File: src/sv/sector_cache_lfu_controller_defines.svh
// Assertion macros shared by the controller modules.
// The using module must have clk and rst_n in scope.
`ifndef SECTOR_CACHE_LFU_CONTROLLER_DEFINES_SVH
`define SECTOR_CACHE_LFU_CONTROLLER_DEFINES_SVH

`ifndef NO_ASSERTIONS
`define SCL_ASSERT(lbl, prop, msg) \
  lbl: assert property (@(posedge clk) disable iff (!rst_n) prop) else $error(msg);
`define SCL_ASSERT_NEXT(lbl, pre, post, msg) \
  lbl: assert property (@(posedge clk) disable iff (!rst_n) (pre) |=> (post)) else $error(msg);
`else
`define SCL_ASSERT(lbl, prop, msg)
`define SCL_ASSERT_NEXT(lbl, pre, post, msg)
`endif

`endif

File: src/sv/sclfu_pkg.sv
`timescale 1ns / 1ps
`default_nettype none

package sclfu_pkg;

  localparam int ENTRIES     = 1024;
  localparam int COUNT_WIDTH = 16;
  localparam int IDX_W       = $clog2(ENTRIES);
  localparam int SECTOR_W    = 28;
  localparam int SLOT_W      = 10;

  typedef logic [IDX_W-1:0]       idx_t;
  typedef logic [IDX_W:0]         fcnt_t;
  typedef logic [SECTOR_W-1:0]    sector_t;
  typedef logic [COUNT_WIDTH-1:0] count_t;
  typedef logic [SLOT_W-1:0]      slot_t;

  localparam fcnt_t FCNT_FULL = fcnt_t'(ENTRIES);

  localparam logic FUNC_READ  = 1'b0;
  localparam logic FUNC_WRITE = 1'b1;

  typedef struct packed {
    sector_t tag;
    count_t  count;
  } entry_t;

  // Summary of one lookup pass, valid in the cycle where done is high.
  typedef struct packed {
    logic    done;
    logic    hit;
    idx_t    hit_idx;
    count_t  hit_count;
    idx_t    min_idx;
    sector_t min_tag;
  } scan_stat_t;

endpackage

`default_nettype wire

File: src/sv/sclfu_scan.sv
`timescale 1ns / 1ps
`default_nettype none
`include "sector_cache_lfu_controller_defines.svh"

module sclfu_scan (
  input  logic                 clk,
  input  logic                 rst_n,
  input  logic                 start,
  input  sclfu_pkg::sector_t   sector,
  input  sclfu_pkg::fcnt_t     limit,
  input  sclfu_pkg::entry_t    rd_data,
  output logic                 rd_en,
  output sclfu_pkg::idx_t      rd_addr,
  output sclfu_pkg::scan_stat_t stat
);
  import sclfu_pkg::*;

  logic   active_r;
  fcnt_t  issue_r;
  logic   pend_r;
  idx_t   pend_idx_r;
  logic   found_r;
  idx_t   hit_idx_r;
  count_t hit_count_r;
  idx_t   min_idx_r;
  count_t min_count_r;
  sector_t min_tag_r;

  logic more;
  logic match;
  logic take_min;
  logic fin;

  // Reads are issued one per cycle; the data of each comes back in the next cycle.
  assign more     = active_r && !found_r && (issue_r < limit);
  assign rd_en    = more;
  assign rd_addr  = issue_r[IDX_W-1:0];
  assign match    = pend_r && !found_r && (rd_data.tag == sector);
  // Strict less-than keeps the lowest index among equal counts.
  assign take_min = pend_r && ((pend_idx_r == '0) || (rd_data.count < min_count_r));
  assign fin      = active_r && !pend_r && (found_r || (issue_r == limit));

  always_ff @(posedge clk) begin
    pend_idx_r <= rd_addr;
    if (match) begin
      hit_idx_r   <= pend_idx_r;
      hit_count_r <= rd_data.count;
    end
    if (take_min) begin
      min_idx_r   <= pend_idx_r;
      min_count_r <= rd_data.count;
      min_tag_r   <= rd_data.tag;
    end
    if (!rst_n) begin
      active_r <= 1'b0;
      issue_r  <= '0;
      pend_r   <= 1'b0;
      found_r  <= 1'b0;
    end else if (start) begin
      active_r <= 1'b1;
      issue_r  <= '0;
      pend_r   <= 1'b0;
      found_r  <= 1'b0;
    end else begin
      pend_r <= more;
      if (more) begin
        issue_r <= issue_r + fcnt_t'(1);
      end
      if (match) begin
        found_r <= 1'b1;
      end
      if (fin) begin
        active_r <= 1'b0;
      end
    end
  end

  assign stat.done      = fin;
  assign stat.hit       = found_r;
  assign stat.hit_idx   = hit_idx_r;
  assign stat.hit_count = hit_count_r;
  assign stat.min_idx   = min_idx_r;
  assign stat.min_tag   = min_tag_r;

  `SCL_ASSERT(a_rd_in_range, (!rd_en || ({1'b0, rd_addr} < limit)), "read beyond filled entries")
  `SCL_ASSERT_NEXT(a_done_pulse, stat.done, !stat.done, "done held for more than one cycle")
  `SCL_ASSERT(a_hit_in_range, (!found_r || ({1'b0, hit_idx_r} < limit)), "hit outside filled entries")

endmodule

`default_nettype wire

File: config.mk
export PLATFORM = sky130hd
export DESIGN_NAME = sclfu_scan
export DESIGN_NICKNAME = d
export VERILOG_FILES = /design/src/sv/sclfu_pkg.sv /design/src/sv/sclfu_scan.sv
export VERILOG_INCLUDE_DIRS = /design/src /design/src/sv
export SDC_FILE = /design/constraint.sdc
export NUM_CORES = 1
export LEC_CHECK = 0
export BUFFER_PORTS_ARGS = -buffer_cell sky130_fd_sc_hd__buf_2
export CAP_MARGIN = 20
export CORE_MARGIN = 1.5
export CORE_UTILIZATION = 44
export CTS_CLUSTER_SIZE = 20
export DETAILED_ROUTE_END_ITERATION = 10
export GPL_TIMING_DRIVEN = 0
export MAX_ROUTING_LAYER = met4
export PLACE_DENSITY = 0.84
export SYNTH_ARGS = -nofsm -noshare
export SYNTH_HDL_FRONTEND = slang
export SYNTH_SLANG_ARGS = --single-unit
File: constraint.sdc
create_clock -name clk -period 4.1 [get_ports clk]
set_input_delay 0.615 -clock clk [delete_from_list [all_inputs] [get_ports clk]]
set_output_delay 0.615 -clock clk [all_outputs]
set_load 0.01 [all_outputs]
**Word-level counts from Yosys, hierarchy flattened**

Index checks and enable logic that the tools add are counted.

- Order comparisons: 2
- Add/sub/neg operators: 1
- Muxes and demuxes: 2
- Reduce and logical (&&, ||, !) cells: 14
- Bitwise logic cells: 1
- Equality and inequality tests: 2

Operator list:

| cell | count |
|---|---|
| == test 28 bit | 1 |
| less-than comparator 16 bit | 1 |
| adder 11 x 1 -> 11 bit, second input constant | 1 |
| == test 11 bit | 1 |
| less-than comparator 11 bit | 1 |
| logical NOT 10 bit | 1 |
| logical AND 1 bit | 7 |
| logical NOT 1 bit | 2 |
| logical OR 1 bit | 2 |
| two-way mux 1 bit | 2 |
| nonzero test 2 bit | 1 |
| OR reduction 2 bit | 1 |
| inverter 1 bit | 1 |

- Input bits: 86
- Register bits: 104
- Logic and storage cells: 32
- Output and inout port bits: 77

**Depth between registers and ports, before layout**

Gate-level depths: netlist (run 1).

- Depth after elaboration: 5
- Gate-level depth with buffers: 9

**Worst setup path after synthesis (run 1)**

No wires, ideal clock.

- Kind: input to register
- Start point: input port sector[15]
- End point: register hit_count_r[0] (enable)
- Buffers on the path: 0
- Data required time: 3.622 ns
- Library setup time: 0.478 ns
- Slack: -0.297 ns
- Arrival: 3.919 ns
- Stages on the path: 4
- Cell sequence: inv_1 > o2bb2ai_1 > or4_1 > nor4_1

- Word-level cells in the longest chain between the ends: 2

Ends and longest elaborated chain:

| element | RTL line | RTL |
|---|---|---|
| start, declared | sclfu_scan.sv:9 | `input sclfu_pkg::sector_t sector,` |
| == test 28 bit | sclfu_scan.sv:38 | `assign match = pend_r && !found_r && (rd_data.tag == sector);` |
| logical AND 1 bit | sclfu_scan.sv:38 |  |
| net match | sclfu_scan.sv:30 | `logic match;` |
| end signal, assigned | sclfu_scan.sv:47 | `hit_count_r <= rd_data.count;` |
| end, declared | sclfu_scan.sv:24 | `count_t hit_count_r;` |

The timed path passes the listed nets, and every way through them passes these cells.
A chain may end at the register's enable or synchronous reset.

**Worst setup path in the final report (run 1)**

- Start point: register issue_r[8]
- End point: output port rd_en

- Word-level cells in the longest chain between the ends: 2

Ends and longest elaborated chain:

| element | RTL line | RTL |
|---|---|---|
| start, declared | sclfu_scan.sv:19 | `fcnt_t issue_r;` |
| start signal, assigned | sclfu_scan.sv:67 | `issue_r <= issue_r + fcnt_t'(1);` |
| less-than comparator 11 bit | sclfu_scan.sv:35 | `assign more = active_r && !found_r && (issue_r < limit);` |
| logical AND 1 bit | sclfu_scan.sv:35 |  |
| end, declared | sclfu_scan.sv:12 | `output logic rd_en,` |

Every way passes these cells.

==> flow_summary.json, run 1 <==
{
  "status": "finished clean",
  "whs_endpoint": "pend_idx_r[5]",
  "cts_resized": 0,
  "antenna_cells": 0,
  "relSlewSlack": 0.595,
  "min_from": "issue_r[5]",
  "cp_data_arrival_time_ns": 2.31,
  "cap_violations": 0,
  "die_w_um": 102,
  "synth_top_area_cell": "edfxtp_1",
  "synth_ff_type": "edfxtp_1",
  "cp_slowest_cell": "dfxtp_1",
  "fp-row-count": 36,
  "postCtsSetupBuffers": 0,
  "wl_per_cell_um": 15.2,
  "worstPathCellList": "ha_1, a211oi_1, o21ai_0, clkbuf_1, nor2_1, buf_2",
  "grtUsageMet2": 0.295,
  "synthesis.nets": 426,
  "grt_usage": 0.184,
  "fin_nets": 602,
  "die_height_um": 102,
  "whs_ns": 0.433,
  "grt_pass1_vias": 2920,
  "placed_area_mm2": 0.00538,
  "ctsHoldBuffers": 0,
  "ys_types": 39,
  "ff2ff_setup_slack_ns": 1.49,
  "start_util": 0.448,
  "ios": 163,
  "synth_edf_count": 80,
  "cts.htree.levels": 3,
  "antenna_found_initial": 0,
  "via_per_inst": 4.98,
  "tritoncts": "yes",
  "fill_cells": 818,
  "rsz0062_at_grt": "no",
  "peakVddDrop_mv": 0.167,
  "grt_max_degree": 36,
  "routabilityCongestion": 0.812,
  "r2r-end": "min_tag_r[2]",
  "grtUsageMet1": 0.235,
  "clkTransAtPathRegs_ns": 0.10,
  "min_path_type": "register to register",
  "die_area_mm2": 0.0105,
  "fin_setup_tns_ns": 0,
  "ant_nets": 0,
  "drc_errors": 0,
  "coreArea_mm2": 0.00968,
  "slew_violations": 0,
  "cp-end-kind": "output port",
  "leakage_nw": 2.42,
  "clock_sinks": 104,
  "ys_seq_elements": 104,
  "total_power_mw": 1.95,
  "crit_path_max_fanout": 10,
  "syn-instance-count": 313,
  "area_delta_synth_final_pct": 28.6,
  "r2r_cells": 7,
  "avgSynthCellArea_um2": 13.9,
  "fin_area_mm2": 0.00558,
  "cp-start-kind": "register",
  "critPathKind": "register to output port",
  "ys_seq_area_frac": 0.664,
  "grt-busiest-layer": "met2",
  "power.density_mw_per_mm2": 349,
  "cpPeakStageDelay_ns": 0.46,
  "layout_worst_path_cycle_share": 0.712,
  "worstSkewPairLatency_ns": 0.36,
  "yosys_warnings": 0,
  "synthTopCellsByArea": "edfxtp_1 55%, dfxtp_1 11%, ha_1 7.8%",
  "port_buffers": 162,
  "dr.pass1.iters": 4,
  "worst_slack_ns": 1.18,
  "r2r_start": "min_count_r[1]",
  "hold_depth": 0,
  "layout-drive-gt1-share": 0.397,
  "finalWirelength_um": 9550,
  "fmax_ghz": 0.342,
  "drt_iter0_markers": 79,
  "fin_crit_ns": 2.92,
  "cp.required_ns": 3.48,
  "instances_no_fill": 627,
  "synthArstFlopShare": 0,
  "dp_hpwl_um": 7540,
  "finalSetupViolations": 0,
  "fin_util": 0.576,
  "clockBufferDepth": 2,
  "pre_cts_ws_ns": 1.10,
  "grt_util_met3": 0.0335,
  "hold_viol": 0,
  "root_buffer": "clkbuf_8",
  "yosys.area.top_type_share": 0.554,
  "fin_skew_ns": 0.0159,
  "syn_area_mm2": 0.00434,
  "grt_pass1_wl_um": 14200,
  "num_vias": 3123,
  "numCtsBuffers": 9,
  "grt_overflow_total": 0,
  "dpl.cell_count": 611,
  "worst_pin_slew_ns": 0.607
}
## where the power goes
part           internal [mW]  total, mW  switching [mW]
logic                 0.0697      0.146          0.0763
clock network          0.293      0.647           0.354
registers               1.15       1.15         0.00628
total                   1.51       1.95           0.436
## area by class of cell
type | count | area [µm²] | area share
Clock inverter | 6 | 76.3 | 0.0137
Inverter | 32 | 120 | 0.0215
Timing Repair Buffer | 165 | 857 | 0.154
Sequential cell | 104 | 2880 | 0.516
Multi-Input combinational cell | 161 | 1240 | 0.222
Tap cell | 133 | 166 | 0.0298
Clock buffer | 10 | 128 | 0.0229
Buffer | 16 | 113 | 0.0202
## synth_stat cells, types with 2 or more instances
cell type / n
nand3_1: 9
buf_4: 12
nor4_1: 7
or4_1: 7
and4_1: 3
xor2_1: 18
ha_1: 27
a211oi_1: 2
o21ai_0: 10
nor3b_1: 2
dfxtp_1: 24
inv_1: 32
o31ai_1: 6
nor2_1: 5
or3_1: 5
o21a_1: 4
clkbuf_1: 3
nand2_1: 8
nand4_1: 7
edfxtp_1: 80
nand2b_1: 2
xnor2_1: 6
a21oi_1: 18
## worst max-delay path by stage
stage	cells after the start	end	from
after global placement	5	hit_count_r[1]	sector[1]
after floorplan	4	hit_count_r[0]	sector[15]
after detailed placement	7	min_tag_r[19]	rd_data[1]
after global routing	6	rd_en	issue_r[8]
after CTS	6	rd_en	issue_r[8]
final	6	rd_en	issue_r[8]
## logic make-up (layout without fill, tap and decap cells)
family | count (synthesis) | after routing | share of synthesized area
AOI/OAI and AO/OA | 50 | 50 | 0.0741
xor gates and xnor gates | 24 | 24 | 0.0484
adders and majority gates | 27 | 27 | 0.0779
buffers and inverters | 48 | 229 | 0.0536
DFF | 104 | 104 | 0.664
muxes | 1 | 1 | 0.00231
and+or+nand+nor | 59 | 59 | 0.0793
## cells in the final DEF (no fill, tap or decap), types with 2 or more instances in the layout
cell        n
or3_1       5
ha_1       27
or4_1       7
buf_6       2
nand2_1     8
buf_4      12
o21a_1      4
a21oi_1    18
nor4_1      6
nor2_1      5
o31ai_1     6
nor3b_1     2
and4_1      3
clkbuf_1    4
xor2_1     18
xnor2_1     6
dfxtp_1    24
buf_2     162
nand2b_1    2
nand4_1     7
nand3_1     9
edfxtp_1   80
a211oi_1    2
clkinv_4    3
inv_1      32
o21ai_0    10
clkbuf_8    9
## critical path: cells and delay by family (launching register included)
kind                       cells  cell delay [ns]
AOI/OAI and AO/OA              2             0.52
DFF                            1             0.46
adders and majority gates      1             0.29
and+or+nand+nor                1             0.24
buffers and inverters          2             0.44
## per-layer routing
layer,part of all wire,vias up,wire length (µm)
met1,0.42,1496,4040
met2,0.51,112,4900
met4,0.010,0,97
met3,0.053,9,511
met5,0,-,0
li1,-,1506,-
## state kept, by name (all words and copies together), names as in the netlist, 10 cells and up
name / cells
pend_idx_r: 10
hit_idx_r: 10
min_count_r: 16
min_tag_r: 28
min_idx_r: 10
hit_count_r: 16
issue_r: 11
No activity file was read; power rests on OpenSTA's default activity.
==> inputs of run 2 (changes only) <==
- clock period: 4.1 -> 2.6 ns (I/O delays scaled with it)
==> flow_summary.json, run 2 (synthesized netlist as in run 1, its figures left out) <==
{
  "status": "finished clean",
  "clockBufferDepth": 2,
  "start_util": 0.448,
  "worst_slack_ns": 0.0729,
  "hold_viol": 0,
  "fin_nets": 602,
  "min_path_type": "input port to register",
  "grt_usage": 0.177,
  "antenna_cells": 0,
  "critPathKind": "register to register",
  "total_power_mw": 3.05,
  "wl_per_cell_um": 15.2,
  "die_w_um": 102,
  "fill_cells": 799,
  "cp_slowest_cell": "a221oi_1",
  "area_delta_synth_final_pct": 29.0,
  "layout-drive-gt1-share": 0.415,
  "ctsHoldBuffers": 0,
  "num_vias": 3119,
  "root_buffer": "clkbuf_8",
  "r2r-end": "min_tag_r[27]",
  "finalSetupViolations": 0,
  "cp.required_ns": 2.65,
  "fin_util": 0.578,
  "port_buffers": 162,
  "numCtsBuffers": 9,
  "die_area_mm2": 0.0105,
  "clock_sinks": 104,
  "worstSkewPairLatency_ns": 0.36,
  "grt_pass1_vias": 2823,
  "routabilityCongestion": 0.856,
  "crit_path_max_fanout": 35,
  "p_sw_frac": 0.222,
  "worstPathCellList": "inv_1, ha_1, a211oi_1, o21bai_1, a221oi_1, o211a_4, buf_12",
  "drc_errors": 0,
  "fin_skew_ns": 0.0179,
  "ant_nets": 0,
  "cp_data_arrival_time_ns": 2.58,
  "fp-row-count": 36,
  "ff2ff_setup_slack_ns": 0.07,
  "leakage_nw": 2.43,
  "min_from": "rd_data[42]",
  "final_cell_mix": "162 x buf_2, 80 x edfxtp_1, 32 x inv_1",
  "power.density_mw_per_mm2": 544,
  "pre_cts_ws_ns": -0.236,
  "grt_pass1_wl_um": 13600,
  "p_switching_mw": 0.676,
  "cp-end-kind": "register",
  "r2r_cells": 7,
  "cts.htree.levels": 3,
  "tritoncts": "yes",
  "coreArea_mm2": 0.00968,
  "cp-start-kind": "register",
  "cpPeakStageDelay_ns": 0.45,
  "fin_crit_ns": 2.53,
  "finalWirelength_um": 9560,
  "cap_violations": 0,
  "antenna_found_initial": 0,
  "die_height_um": 102,
  "grt_overflow_total": 0,
  "grt_max_degree": 36,
  "top_register": "min_tag_r",
  "dp_hpwl_um": 7440,
  "peakVddDrop_mv": 0.334,
  "ios": 163,
  "via_per_inst": 4.97,
  "drt_iter0_markers": 132,
  "final_common_cell": "buf_2",
  "p_comb_frac": 0.077,
  "p_seq_frac": 0.597,
  "hold_depth": 1,
  "intPower_mw": 2.37,
  "clkTransAtPathRegs_ns": 0.10,
  "dr.pass1.iters": 4,
  "largest_register_ff_count": 28,
  "fmax_ghz": 0.396,
  "slew_violations": 0,
  "layout_worst_path_cycle_share": 0.972,
  "r2r_start": "min_count_r[1]",
  "pwr-share-clk": 0.326,
  "reg_top3": "min_tag_r: 28 flops, hit_count_r: 16 flops, min_count_r: 16 flops",
  "worst_pin_slew_ns": 0.456,
  "relSlewSlack": 0.696,
  "whs_endpoint": "min_tag_r[26]",
  "rsz0062_at_grt": "no"
}
run 2: cell counts in the layout (fill, tap and decap cells not counted):
No cell type changed its count.
run 2: cell type report:
| type | count | area [µm²] | share of cell area |
|---|---|---|---|
| flip-flops and latches | 104 | 2890 | 0.517 |
| multi-input cells | 161 | 1250 | 0.224 |
| repair buffers | 165 | 857 | 0.153 |
| well taps | 133 | 166 | 0.0297 |
| clock buffers | 10 | 128 | 0.0228 |
| inverters | 32 | 120 | 0.0215 |
| plain buffers | 16 | 113 | 0.0201 |
| clock inverters | 6 | 66.3 | 0.0118 |
run 2: how the worst max path moves through the flow:
stage	start	endpoint
3_5_place_dp	rd_data[1]	min_tag_r[1]
2_1_floorplan	sector[15]	hit_count_r[0]
4_1_cts	issue_r[1]	rd_en
3_3_place_gp	sector[20]	hit_idx_r[6]
6_report	min_count_r[1]	min_tag_r[27]
5_1_grt	min_count_r[1]	min_count_r[7]
run 2: layer usage:
layer,part of all wire,GRT usage
met1,0.42,0.226
met2,0.51,0.285
met3,0.050,0.0321
met4,0.014,0.0632
met5,0,-
run 2: power by group through the flow:
stage | logic [mW] | registers, mW | clock network (mW)
2_1_floorplan | 0.0958 | 1.86 | 0
3_3_place_gp | 0.218 | 1.86 | 0
3_5_place_dp | 0.235 | 1.86 | 0
4_1_cts | 0.238 | 1.82 | 1.02
5_1_grt | 0.260 | 1.82 | 1.07
6_report | 0.236 | 1.82 | 0.993
run 2: worst max-delay path: cells and delay by family, from the launching register on:
| kind | cells | cell delay [ns] |
|---|---|---|
| AO/OA/AOI/OAI | 4 | 1.28 |
| adder cells (fa/ha/maj) | 1 | 0.22 |
| buffers and inverters | 2 | 0.33 |
| flip-flops | 1 | 0.38 |
run 2: repair_timing:
| item | in CTS | in global routing |
|---|---|---|
| pin swaps | 0 | 1 |
| endpoints found under the setup margin | 36 | 36 |
| gates cloned | 0 | 0 |
| gates resized for setup | 4 | 8 |
| buffers inserted | 0 | 0 |
run 2: per-stage QoR:
stage	TNS (ns)	hold WS (ns)	cells	area [µm²]
2_1_floorplan	0	0.380	313	4350
3_3_place_gp	-38.20	0.421	608	5330
3_5_place_dp	-8.18	0.421	611	5380
4_1_cts	0	0.201	627	5590
5_1_grt	0	0.205	627	5600
6_report	0	0.211	627	5600
